$ cat config.mk
export PLATFORM = sky130hd
export DESIGN_NAME = pdo_receive_demapper
export DESIGN_NICKNAME = d
export VERILOG_FILES = /design/src/design/pdo_dm_pkg.sv /design/src/design/pdo_dm_ram.sv /design/src/design/pdo_dm_front.sv /design/src/design/pdo_dm_fifo.sv /design/src/design/pdo_dm_back.sv /design/src/design/pdo_receive_demapper.sv
export SDC_FILE = /design/constraint.sdc
export NUM_CORES = 2
export LEC_CHECK = 0
export ABC_AREA = 1
export BUFFER_PORTS_ARGS = -buffer_cell sky130_fd_sc_hd__buf_2
export CAP_MARGIN = 0
export CORE_UTILIZATION = 35
export CTS_CLUSTER_SIZE = 30
export DETAILED_ROUTE_END_ITERATION = 10
export PLACE_DENSITY = 0.57
export SLEW_MARGIN = 30
export SYNTH_ARGS = -nofsm -noshare
export SYNTH_HDL_FRONTEND = slang
export SYNTH_SLANG_ARGS = --single-unit
$ cat constraint.sdc
create_clock -name aclk -period 10.25 [get_ports aclk]
set_clock_uncertainty 0.2 [all_clocks]
set_input_delay 1.025 -clock aclk [delete_from_list [all_inputs] [get_ports aclk]]
set_output_delay 1.025 -clock aclk [all_outputs]
set_load 0.01 [all_outputs]
$ cat src/design/pdo_dm_pkg.sv
// shared types, codes and constants for the receive pdo demapper
`timescale 1ns / 1ps

package pdo_dm_pkg;

    localparam int SLOTS_DEF   = 4;
    localparam int ENTRIES_DEF = 8;

    // fixed by the widths of the transaction fields
    localparam int ACTION_W    = 2;
    localparam int SLOT_W      = 2;
    localparam int ENTRY_W     = 4;
    localparam int WORD_W      = 32;
    localparam int FID_W       = 11;
    localparam int PAYLOAD_W   = 64;
    localparam int INDEX_W     = 16;
    localparam int SUBINDEX_W  = 8;
    localparam int VALUE_W     = 32;
    localparam int STATUS_W    = 2;
    localparam int LEN_W       = 8;

    // holds any mapping count up to the largest entry count
    localparam int COUNT_W     = 7;
    // bit offset saturates at the payload width
    localparam int OFFSET_W    = 7;

    localparam int QUEUE_DEPTH = 2;

    localparam logic [INDEX_W-1:0] DUMMY_LIMIT = 16'h1000;

    typedef enum logic [ACTION_W-1:0] {
        ACT_LOAD_COB = 2'd0,
        ACT_LOAD_MAP = 2'd1,
        ACT_FRAME    = 2'd2,
        ACT_NONE     = 2'd3
    } action_t;

    typedef enum logic [STATUS_W-1:0] {
        STAT_WRITE   = 2'd0,
        STAT_SKIP    = 2'd1,
        STAT_NOMATCH = 2'd2
    } status_t;

    // one frame resolved by the front, waiting for the back
    typedef struct packed {
        logic [SLOT_W-1:0]    slot;
        logic [COUNT_W-1:0]   count;
        logic [PAYLOAD_W-1:0] payload;
    } job_t;

    // state of the queue and back as seen by the front
    typedef struct packed {
        logic queue_full;
        logic queue_empty;
        logic back_idle;
    } drain_t;

endpackage

$ cat src/design/pdo_dm_ram.sv
// generic single write port ram with registered read
`timescale 1ns / 1ps

module pdo_dm_ram #(
    parameter int WIDTH = 32,
    parameter int DEPTH = 32
) (
    input  logic                                 aclk,
    input  logic                                 we,
    input  logic [(DEPTH > 1 ? $clog2(DEPTH) : 1)-1:0] waddr,
    input  logic [WIDTH-1:0]                     wdata,
    input  logic [(DEPTH > 1 ? $clog2(DEPTH) : 1)-1:0] raddr,
    output logic [WIDTH-1:0]                     rdata
);

    logic [WIDTH-1:0] mem_reg [DEPTH];
    logic [WIDTH-1:0] rdata_reg;

    always_ff @(posedge aclk) begin
        if (we) begin
            mem_reg[waddr] <= wdata;
        end
        rdata_reg <= mem_reg[raddr];
    end

    assign rdata = rdata_reg;

endmodule

$ cat src/design/pdo_dm_front.sv
// front end: accepts transactions, keeps slot tables, matches frames
`timescale 1ns / 1ps

module pdo_dm_front #(
    parameter int SLOTS   = pdo_dm_pkg::SLOTS_DEF,
    parameter int ENTRIES = pdo_dm_pkg::ENTRIES_DEF,
    parameter int ADDR_W  = 5
) (
    input  logic                            aclk,
    input  logic                            aresetn,
    input  logic                            s_valid,
    output logic                            s_ready,
    input  logic [pdo_dm_pkg::ACTION_W-1:0] s_action,
    input  logic [pdo_dm_pkg::SLOT_W-1:0]   s_slot,
    input  logic [pdo_dm_pkg::ENTRY_W-1:0]  s_entry_number,
    input  logic [pdo_dm_pkg::WORD_W-1:0]   s_table_word,
    input  logic [pdo_dm_pkg::FID_W-1:0]    s_frame_id,
    input  logic [pdo_dm_pkg::PAYLOAD_W-1:0] s_frame_payload,
    input  pdo_dm_pkg::drain_t              drain,
    output logic                            job_push,
    output pdo_dm_pkg::job_t                job,
    output logic                            ram_we,
    output logic [ADDR_W-1:0]               ram_waddr,
    output logic [pdo_dm_pkg::WORD_W-1:0]   ram_wdata
);

    import pdo_dm_pkg::*;

    // the slot field reaches at most four slots
    localparam int LIVE_SLOTS = (SLOTS < (1 << SLOT_W)) ? SLOTS : (1 << SLOT_W);

    logic [WORD_W-1:0]  cob_reg    [LIVE_SLOTS];
    logic [WORD_W-1:0]  cob_next   [LIVE_SLOTS];
    logic [LIVE_SLOTS-1:0] loaded_reg, loaded_next;
    logic [COUNT_W-1:0] count_reg  [LIVE_SLOTS];
    logic [COUNT_W-1:0] count_next [LIVE_SLOTS];

    action_t            action;
    logic               slot_ok;
    logic               entry_ok;
    logic               is_map_word;
    logic               accept;
    logic               hit;
    logic [SLOT_W-1:0]  hit_slot;
    logic [COUNT_W-1:0] hit_count;
    logic [COUNT_W-1:0] sat_count;

    assign action      = action_t'(s_action);
    assign slot_ok     = 32'(s_slot) < SLOTS;
    assign entry_ok    = (s_entry_number != '0) && (32'(s_entry_number) <= ENTRIES);
    assign is_map_word = (action == ACT_LOAD_MAP) && (s_entry_number != '0);

    // mapping words are read by the back, so they change only once it has drained
    always_comb begin
        s_ready = 1'b1;
        if (is_map_word) begin
            s_ready = drain.back_idle && drain.queue_empty;
        end else if (action == ACT_FRAME) begin
            s_ready = !drain.queue_full;
        end
    end

    assign accept = s_valid && s_ready;

    assign sat_count = (s_table_word > WORD_W'(ENTRIES)) ? COUNT_W'(ENTRIES)
                                                         : s_table_word[COUNT_W-1:0];

    // lowest loaded slot wins
    always_comb begin
        hit       = 1'b0;
        hit_slot  = '0;
        hit_count = '0;
        for (int s = LIVE_SLOTS - 1; s >= 0; s--) begin
            if (loaded_reg[s] && (cob_reg[s] == WORD_W'(s_frame_id))) begin
                hit       = 1'b1;
                hit_slot  = SLOT_W'(s);
                hit_count = count_reg[s];
            end
        end
    end

    always_comb begin
        job.slot    = hit_slot;
        job.count   = hit ? hit_count : '0;
        job.payload = s_frame_payload;
        job_push    = accept && (action == ACT_FRAME);
    end

    assign ram_we    = accept && is_map_word && slot_ok && entry_ok;
    assign ram_waddr = ADDR_W'(32'(s_slot) * ENTRIES + 32'(s_entry_number) - 1);
    assign ram_wdata = s_table_word;

    always_comb begin
        loaded_next = loaded_reg;
        for (int s = 0; s < LIVE_SLOTS; s++) begin
            cob_next[s]   = cob_reg[s];
            count_next[s] = count_reg[s];
        end
        if (accept && slot_ok) begin
            case (action)
                ACT_LOAD_COB: begin
                    cob_next[s_slot]    = s_table_word;
                    loaded_next[s_slot] = 1'b1;
                end
                ACT_LOAD_MAP: begin
                    if (s_entry_number == '0) begin
                        count_next[s_slot] = sat_count;
                    end
                end
                default: begin
                end
            endcase
        end
    end

    always_ff @(posedge aclk) begin
        if (!aresetn) begin
            loaded_reg <= '0;
            for (int s = 0; s < LIVE_SLOTS; s++) begin
                cob_reg[s]   <= '0;
                count_reg[s] <= '0;
            end
        end else begin
            loaded_reg <= loaded_next;
            for (int s = 0; s < LIVE_SLOTS; s++) begin
                cob_reg[s]   <= cob_next[s];
                count_reg[s] <= count_next[s];
            end
        end
    end

endmodule

$ cat src/design/pdo_dm_fifo.sv
// short job queue between front and back
`timescale 1ns / 1ps

module pdo_dm_fifo (
    input  logic             aclk,
    input  logic             aresetn,
    input  logic             push,
    input  pdo_dm_pkg::job_t push_data,
    input  logic             pop,
    output pdo_dm_pkg::job_t pop_data,
    output logic             full,
    output logic             empty
);

    import pdo_dm_pkg::*;

    localparam int PTR_W = (QUEUE_DEPTH > 1) ? $clog2(QUEUE_DEPTH) : 1;
    localparam int CNT_W = $clog2(QUEUE_DEPTH + 1);

    job_t             slot_reg [QUEUE_DEPTH];
    logic [PTR_W-1:0] wptr_reg, wptr_next;
    logic [PTR_W-1:0] rptr_reg, rptr_next;
    logic [CNT_W-1:0] fill_reg, fill_next;
    logic             do_push;
    logic             do_pop;

    assign full     = fill_reg == CNT_W'(QUEUE_DEPTH);
    assign empty    = fill_reg == '0;
    assign do_push  = push && !full;
    assign do_pop   = pop && !empty;
    assign pop_data = slot_reg[rptr_reg];

    always_comb begin
        wptr_next = wptr_reg;
        rptr_next = rptr_reg;
        fill_next = fill_reg;
        if (do_push) begin
            wptr_next = (wptr_reg == PTR_W'(QUEUE_DEPTH - 1)) ? '0 : wptr_reg + PTR_W'(1);
        end
        if (do_pop) begin
            rptr_next = (rptr_reg == PTR_W'(QUEUE_DEPTH - 1)) ? '0 : rptr_reg + PTR_W'(1);
        end
        if (do_push && !do_pop) begin
            fill_next = fill_reg + CNT_W'(1);
        end else if (do_pop && !do_push) begin
            fill_next = fill_reg - CNT_W'(1);
        end
    end

    always_ff @(posedge aclk) begin
        if (do_push) begin
            slot_reg[wptr_reg] <= push_data;
        end
    end

    always_ff @(posedge aclk) begin
        if (!aresetn) begin
            wptr_reg <= '0;
            rptr_reg <= '0;
            fill_reg <= '0;
        end else begin
            wptr_reg <= wptr_next;
            rptr_reg <= rptr_next;
            fill_reg <= fill_next;
        end
    end

endmodule

$ cat src/design/pdo_dm_back.sv
// back end: walks mapping entries, cuts fields, drives the result register
`timescale 1ns / 1ps

module pdo_dm_back #(
    parameter int ENTRIES = pdo_dm_pkg::ENTRIES_DEF,
    parameter int ADDR_W  = 5
) (
    input  logic                              aclk,
    input  logic                              aresetn,
    input  logic                              job_valid,
    input  pdo_dm_pkg::job_t                  job,
    output logic                              job_pop,
    output logic                              back_idle,
    output logic [ADDR_W-1:0]                 ram_raddr,
    input  logic [pdo_dm_pkg::WORD_W-1:0]     ram_rdata,
    output logic                              m_valid,
    input  logic                              m_ready,
    output logic [pdo_dm_pkg::INDEX_W-1:0]    m_obj_index,
    output logic [pdo_dm_pkg::SUBINDEX_W-1:0] m_dest_subindex,
    output logic [pdo_dm_pkg::VALUE_W-1:0]    m_field_value,
    output logic [pdo_dm_pkg::STATUS_W-1:0]   m_status,
    output logic                              m_last
);

    import pdo_dm_pkg::*;

    localparam int IDX_W = (ENTRIES > 1) ? $clog2(ENTRIES) : 1;
    localparam int SUM_W = OFFSET_W + 2;

    typedef enum logic {
        S_IDLE,
        S_RUN
    } state_t;

    state_t               state_reg, state_next;
    logic [SLOT_W-1:0]    slot_reg, slot_next;
    logic [COUNT_W-1:0]   count_reg, count_next;
    logic [PAYLOAD_W-1:0] payload_reg, payload_next;
    logic [IDX_W-1:0]     idx_reg, idx_next;
    logic [OFFSET_W-1:0]  offset_reg, offset_next;

    logic                  m_valid_reg, m_valid_next;
    logic [INDEX_W-1:0]    index_reg, index_next;
    logic [SUBINDEX_W-1:0] sub_reg, sub_next;
    logic [VALUE_W-1:0]    value_reg, value_next;
    status_t               status_reg, status_next;
    logic                  last_reg, last_next;

    logic                  out_free;
    logic [INDEX_W-1:0]    w_index;
    logic [SUBINDEX_W-1:0] w_sub;
    logic [LEN_W-1:0]      w_len;
    logic [PAYLOAD_W-1:0]  shifted;
    logic [VALUE_W-1:0]    mask;
    logic [VALUE_W-1:0]    field;
    logic [SUM_W-1:0]      offset_sum;
    logic                  is_last;

    assign out_free = !m_valid_reg || m_ready;

    assign w_index = ram_rdata[31:16];
    assign w_sub   = ram_rdata[15:8];
    assign w_len   = ram_rdata[LEN_W-1:0];

    // true field extraction, bits past the payload read as zero
    assign shifted = payload_reg >> offset_reg[5:0];
    assign mask    = (w_len >= LEN_W'(VALUE_W)) ? '1
                   : ((VALUE_W'(1) << w_len[4:0]) - VALUE_W'(1));
    assign field   = offset_reg[OFFSET_W-1] ? '0 : (shifted[VALUE_W-1:0] & mask);

    assign offset_sum = SUM_W'(offset_reg) + SUM_W'(w_len);
    assign is_last    = (COUNT_W'(idx_reg) + COUNT_W'(1)) == count_reg;

    always_comb begin
        state_next   = state_reg;
        slot_next    = slot_reg;
        count_next   = count_reg;
        payload_next = payload_reg;
        idx_next     = idx_reg;
        offset_next  = offset_reg;
        m_valid_next = m_valid_reg && !m_ready;
        index_next   = index_reg;
        sub_next     = sub_reg;
        value_next   = value_reg;
        status_next  = status_reg;
        last_next    = last_reg;
        job_pop      = 1'b0;
        unique case (state_reg)
            S_IDLE: begin
                if (job_valid && out_free) begin
                    job_pop = 1'b1;
                    if (job.count == '0) begin
                        m_valid_next = 1'b1;
                        index_next   = '0;
                        sub_next     = '0;
                        value_next   = '0;
                        status_next  = STAT_NOMATCH;
                        last_next    = 1'b1;
                    end else begin
                        state_next   = S_RUN;
                        slot_next    = job.slot;
                        count_next   = job.count;
                        payload_next = job.payload;
                        idx_next     = '0;
                        offset_next  = '0;
                    end
                end
            end
            S_RUN: begin
                if (out_free) begin
                    m_valid_next = 1'b1;
                    index_next   = w_index;
                    sub_next     = w_sub;
                    last_next    = is_last;
                    if (w_index >= DUMMY_LIMIT) begin
                        value_next  = field;
                        status_next = STAT_WRITE;
                    end else begin
                        value_next  = '0;
                        status_next = STAT_SKIP;
                    end
                    offset_next = (offset_sum >= SUM_W'(PAYLOAD_W)) ? OFFSET_W'(PAYLOAD_W)
                                                                    : offset_sum[OFFSET_W-1:0];
                    idx_next    = idx_reg + IDX_W'(1);
                    if (is_last) begin
                        state_next = S_IDLE;
                    end
                end
            end
            default: begin
                state_next = S_IDLE;
            end
        endcase
    end

    // read address follows the next entry so the data lines up with idx_reg
    assign ram_raddr = ADDR_W'(32'(slot_next) * ENTRIES + 32'(idx_next));

    always_ff @(posedge aclk) begin
        if (!aresetn) begin
            state_reg   <= S_IDLE;
            m_valid_reg <= 1'b0;
        end else begin
            state_reg   <= state_next;
            m_valid_reg <= m_valid_next;
            slot_reg    <= slot_next;
            count_reg   <= count_next;
            payload_reg <= payload_next;
            idx_reg     <= idx_next;
            offset_reg  <= offset_next;
            index_reg   <= index_next;
            sub_reg     <= sub_next;
            value_reg   <= value_next;
            status_reg  <= status_next;
            last_reg    <= last_next;
        end
    end

    assign back_idle       = state_reg == S_IDLE;
    assign m_valid         = m_valid_reg;
    assign m_obj_index     = index_reg;
    assign m_dest_subindex = sub_reg;
    assign m_field_value   = value_reg;
    assign m_status        = status_reg;
    assign m_last          = last_reg;

endmodule

$ cat src/design/pdo_receive_demapper.sv
// top level of the receive pdo demapper
//
//  channel  direction  transaction
//  s_       in         load cob word, load mapping count or word, or process frame
//  m_       out        one write request, skip or no-match status per result
//
//  a mapping word load waits until the back end has drained
//  a frame is matched in the cycle it is accepted and queued
//  the back end pops a frame while idle, then gives one result per mapping entry,
//  reading the entries in order through the single read port of the mapping ram;
//  a frame with no match gives a single no-match result
//  the job queue holds two frames; m_ready low stalls the back end, then the full
//  queue holds off frames and mapping word loads at s_ready
//  reset is synchronous and clears the slot tables; mapping words need no clearing
`timescale 1ns / 1ps

module pdo_receive_demapper #(
    parameter int SLOTS   = pdo_dm_pkg::SLOTS_DEF,
    parameter int ENTRIES = pdo_dm_pkg::ENTRIES_DEF
) (
    input  logic                              aclk,
    input  logic                              aresetn,
    input  logic                              s_valid,
    output logic                              s_ready,
    input  logic [pdo_dm_pkg::ACTION_W-1:0]   s_action,
    input  logic [pdo_dm_pkg::SLOT_W-1:0]     s_slot,
    input  logic [pdo_dm_pkg::ENTRY_W-1:0]    s_entry_number,
    input  logic [pdo_dm_pkg::WORD_W-1:0]     s_table_word,
    input  logic [pdo_dm_pkg::FID_W-1:0]      s_frame_id,
    input  logic [pdo_dm_pkg::PAYLOAD_W-1:0]  s_frame_payload,
    output logic                              m_valid,
    input  logic                              m_ready,
    output logic [pdo_dm_pkg::INDEX_W-1:0]    m_obj_index,
    output logic [pdo_dm_pkg::SUBINDEX_W-1:0] m_dest_subindex,
    output logic [pdo_dm_pkg::VALUE_W-1:0]    m_field_value,
    output logic [pdo_dm_pkg::STATUS_W-1:0]   m_status,
    output logic                              m_last
);

    import pdo_dm_pkg::*;

    localparam int LIVE_SLOTS = (SLOTS < (1 << SLOT_W)) ? SLOTS : (1 << SLOT_W);
    localparam int RAM_DEPTH  = LIVE_SLOTS * ENTRIES;
    localparam int ADDR_W     = (RAM_DEPTH > 1) ? $clog2(RAM_DEPTH) : 1;

    drain_t              drain;
    logic                job_push;
    job_t                push_job;
    logic                job_pop;
    job_t                pop_job;
    logic                queue_full;
    logic                queue_empty;
    logic                back_idle;
    logic                ram_we;
    logic [ADDR_W-1:0]   ram_waddr;
    logic [WORD_W-1:0]   ram_wdata;
    logic [ADDR_W-1:0]   ram_raddr;
    logic [WORD_W-1:0]   ram_rdata;

    assign drain.queue_full  = queue_full;
    assign drain.queue_empty = queue_empty;
    assign drain.back_idle   = back_idle;

    pdo_dm_front #(
        .SLOTS   (SLOTS),
        .ENTRIES (ENTRIES),
        .ADDR_W  (ADDR_W)
    ) u_front (
        .aclk            (aclk),
        .aresetn         (aresetn),
        .s_valid         (s_valid),
        .s_ready         (s_ready),
        .s_action        (s_action),
        .s_slot          (s_slot),
        .s_entry_number  (s_entry_number),
        .s_table_word    (s_table_word),
        .s_frame_id      (s_frame_id),
        .s_frame_payload (s_frame_payload),
        .drain           (drain),
        .job_push        (job_push),
        .job             (push_job),
        .ram_we          (ram_we),
        .ram_waddr       (ram_waddr),
        .ram_wdata       (ram_wdata)
    );

    pdo_dm_fifo u_queue (
        .aclk      (aclk),
        .aresetn   (aresetn),
        .push      (job_push),
        .push_data (push_job),
        .pop       (job_pop),
        .pop_data  (pop_job),
        .full      (queue_full),
        .empty     (queue_empty)
    );

    pdo_dm_ram #(
        .WIDTH (WORD_W),
        .DEPTH (RAM_DEPTH)
    ) u_map_ram (
        .aclk  (aclk),
        .we    (ram_we),
        .waddr (ram_waddr),
        .wdata (ram_wdata),
        .raddr (ram_raddr),
        .rdata (ram_rdata)
    );

    pdo_dm_back #(
        .ENTRIES (ENTRIES),
        .ADDR_W  (ADDR_W)
    ) u_back (
        .aclk            (aclk),
        .aresetn         (aresetn),
        .job_valid       (!queue_empty),
        .job             (pop_job),
        .job_pop         (job_pop),
        .back_idle       (back_idle),
        .ram_raddr       (ram_raddr),
        .ram_rdata       (ram_rdata),
        .m_valid         (m_valid),
        .m_ready         (m_ready),
        .m_obj_index     (m_obj_index),
        .m_dest_subindex (m_dest_subindex),
        .m_field_value   (m_field_value),
        .m_status        (m_status),
        .m_last          (m_last)
    );

endmodule

==> metrics.cfg <==
[status]
outcome = completed

[worst_setup_path]
path_common_cell = nand2_1
worst_r2r_path_depth = 22
rrSetupSlack_ns = 4.61
worst-path-buf-inv = 7
path_class = reg2reg
worst_path_max_delay_cell = buf_4
setup.worst_path.start_class = flip-flop
cp.arrival_ns = 6.22
timing.rr.end = u_map_ram.rdata[26]
required_ns = 10.83
cpPeakStageDelay_ns = 0.81
cp_cell_sequence = buf_4, inv_2, buf_4, nand2_1, nand2_1, nand2_1, nor2_1, nand2_1, nand2_4, nand2_8, buf_16, buf_16, buf_4, buf_4, nand3_1, nand2_1, nand2_1, nand3_1, nand3_1, nand2_1, nand2_1, nand2_1
cp-end-kind = flip-flop
worstPathMaxFanout = 80
cpLargestDelayFamily = buffers and inverters

[min_path]
whs_path_depth = 1
hold_start = s_frame_payload[43]
worstHoldEndpoint = u_queue.slot_reg[0][43]
min_path_type = in2reg

[sta]
worst_slew_pin_slew_ns = 1.10
slew_headroom_pct = 26.7
finalCritPeriodShare_pct = 55.0
hold_viol = 0
fmax_mhz = 177
rsz0062_at_grt = false
setup_tns_ns = 0
drv_slew = 0
report.final.setup_viol = 0
fin_hold_ws_ns = 0.180
post-route-min-period_ns = 5.64

[clocking]
cts.repair.resized = 0
cts.path.max_buffers = 3
root_buffer = clkbuf_16
path_clk_slew_ns = 0.06
cts.sinks = 1511
insertion_delay_ns = 0.85
h-tree-depth = 4
cts_made_buffers = 160
cts_hold_buf = 0
cts_tree = built
postCtsSetupRepairBufs = 0

[global_route]
grt_max_degree = 193
grt_pass1_wl_microns = 296000
grtUsageTotal_pct = 20.4
grt_remaining_overflow = 0
antenna_found_initial = 26
grt_pass1_vias = 45700

[layout]
layout.nets = 6995
drive_gt1_share_pct = 8.67
layout_commonest_cell = nand2_1
syn2layout_area_growth_pct = 13.1
layout_common_cells = 1749 x nand2_1, 1312 x edfxtp_1, 1210 x nand3_1
largest_reg_flops = 1024

[power]
netSwitchingFraction_pct = 42.5
power_density_mw_per_mm2 = 295
switchingPower_mw = 9.53
pwr-share-seq_pct = 32.6
power_frac_clock_pct = 25.4
ir_worst_vdd_mv = 0.393
p_leak_nw = 30.1
p_comb_share_pct = 42.0
p_int_mw = 12.9

[logic_synthesis]
synth_cells = 6817
postSynthAreaPerCell_sq_um = 9.86
synthFlopType = edfxtp_1
ys_types = 54
synth_area_sq_mm = 0.0672
ys_warn_count = 0
seq_area_frac_synth_pct = 64.6
syn_nets = 6951
yosys_register_bits = 1511
async_flop_share_pct = 0
synth_edf_count = 1312

[flow_run]
drv_cap = 0

[drt]
drc_errors = 0
vias_per_cell = 5.15
wl_microns = 201000
post_drt_wl_per_cell_microns = 21.1
dr.pass1.iters = 8
vias = 49000
drt-initial-drc-count = 5166
postRouteAntennaNets = 0

[floorplanning]
die_h_microns = 440
num_rows = 160
ioPinCount = 180
die_w_microns = 440
die_area_sq_mm = 0.194
core_region_area_sq_mm = 0.190
initial_core_util_pct = 35.3

[place]
dp_hpwl_microns = 112000
gp_congestion = 0.892
io_buffer_count = 179

==> through the flow <==
| stage | total power, mW | instance area (sq um) | utilization [%] | worst slack (ns) | cells |
|---|---|---|---|---|---|
| after floorplan | 14.0 | 67200 | - | 4.57 | 6817 |
| after CTS | 22.5 | 75900 | 39.9 | 4.64 | 9502 |
| after global routing | 23.7 | 76000 | 39.9 | 4.11 | 9512 |
| after detailed placement | 16.8 | 70800 | 37.2 | 4.62 | 9209 |
| after global placement | 16.7 | 70500 | 37.0 | 4.52 | 9198 |
| final | 22.4 | 76000 | 39.9 | 4.61 | 9515 |
==> final cells by class <==
class                   count  area [sq um]
diodes                     12          30.0
clock inverters            65           673
flip-flops and latches   1511         43400
multi-input cells        4177         19500
clock buffers             228          4470
fillers                 18400        114000
well taps                2511          3140
repair buffers            292          2020
inverters                 719          2710
==> cell usage after synthesis, types with 13 or more instances <==
cell / number / share of area, %
or2_2: 21 / 0.20
inv_1: 703 / 3.9
nand3_1: 1211 / 9.0
o21a_1: 13 / 0.15
nor4_1: 24 / 0.22
nand2_1: 1751 / 9.8
ha_1: 13 / 0.24
nor3_1: 31 / 0.23
buf_4: 40 / 0.45
edfxtp_1: 1312 / 59
a21oi_1: 93 / 0.69
buf_2: 122 / 0.91
nand3b_1: 164 / 1.8
nand4_1: 29 / 0.27
o22ai_1: 17 / 0.16
buf_1: 53 / 0.30
dfxtp_1: 199 / 5.9
nor2_1: 412 / 2.3
o21ai_0: 303 / 2.3
clkbuf_1: 183 / 1.0
==> power groups by stage <==
| stage | Clock, mW | Combinational (mW) | Sequential, mW |
|---|---|---|---|
| floorplan | 0 | 6.71 | 7.28 |
| global placement | 0 | 9.28 | 7.44 |
| detailed placement | 0 | 9.36 | 7.44 |
| CTS | 5.78 | 9.39 | 7.31 |
| global route | 6.01 | 10.4 | 7.33 |
| finish | 5.70 | 9.43 | 7.31 |
==> worst max-delay path by stage <==
stage                        endpoint  cells after the start         startpoint  slack, ns
3_5_place_dp      u_map_ram.rdata[28]                     22          flip-flop       4.62
3_3_place_gp      u_map_ram.rdata[28]                     19          flip-flop       4.52
2_1_floorplan  u_queue.slot_reg[1][0]                      9  s_entry_number[1]       4.57
6_report          u_map_ram.rdata[26]                     22          flip-flop       4.61
5_1_grt           u_map_ram.rdata[28]                     22          flip-flop       4.11
4_1_cts           u_map_ram.rdata[28]                     21          flip-flop       4.64
==> worst reg2reg max path: stages, from the launching register on <==
cell     delay (ns)
dfxtp_2        0.31
buf_4          0.60
inv_2          0.11
buf_4          0.40
nand2_1        0.16
nand2_1        0.08
nand2_1        0.07
nor2_1         0.05
nand2_1        0.12
nand2_4        0.17
nand2_8        0.20
buf_16         0.32
buf_16         0.30
buf_4          0.89
buf_4          0.78
nand3_1        0.21
nand2_1        0.11
nand2_1        0.06
nand3_1        0.10
nand3_1        0.13
nand2_1        0.12
nand2_1        0.06
nand2_1        0.08
==> layer usage <==
| metal | vias to the layer above | track usage [%] | wire, microns |
|---|---|---|---|
| met3 | 399 | 2.96 | 12700 |
| met2 | 1814 | 33.2 | 95800 |
| li1 | 23100 | - | - |
| met4 | 8 | 8.77 | 7870 |
| met1 | 23700 | 27.1 | 84800 |
| met5 | - | 0 | 59 |
==> logic make-up (layout without fill, tap and decap cells) <==
logic type / Yosys count / in the layout / synth area share (%)
DFF: 1511 / 1511 / 64.6
and+or+nand+nor: 3661 / 3661 / 24.1
buffers and inverters: 1129 / 1304 / 6.90
other: 0 / 12 / 0
adders and majority gates: 15 / 15 / 0.302
xor gates and xnor gates: 17 / 17 / 0.222
AOI/OAI and AO/OA: 475 / 475 / 3.83
muxes: 9 / 9 / 0.134
Power figures use the tool's default switching activity.
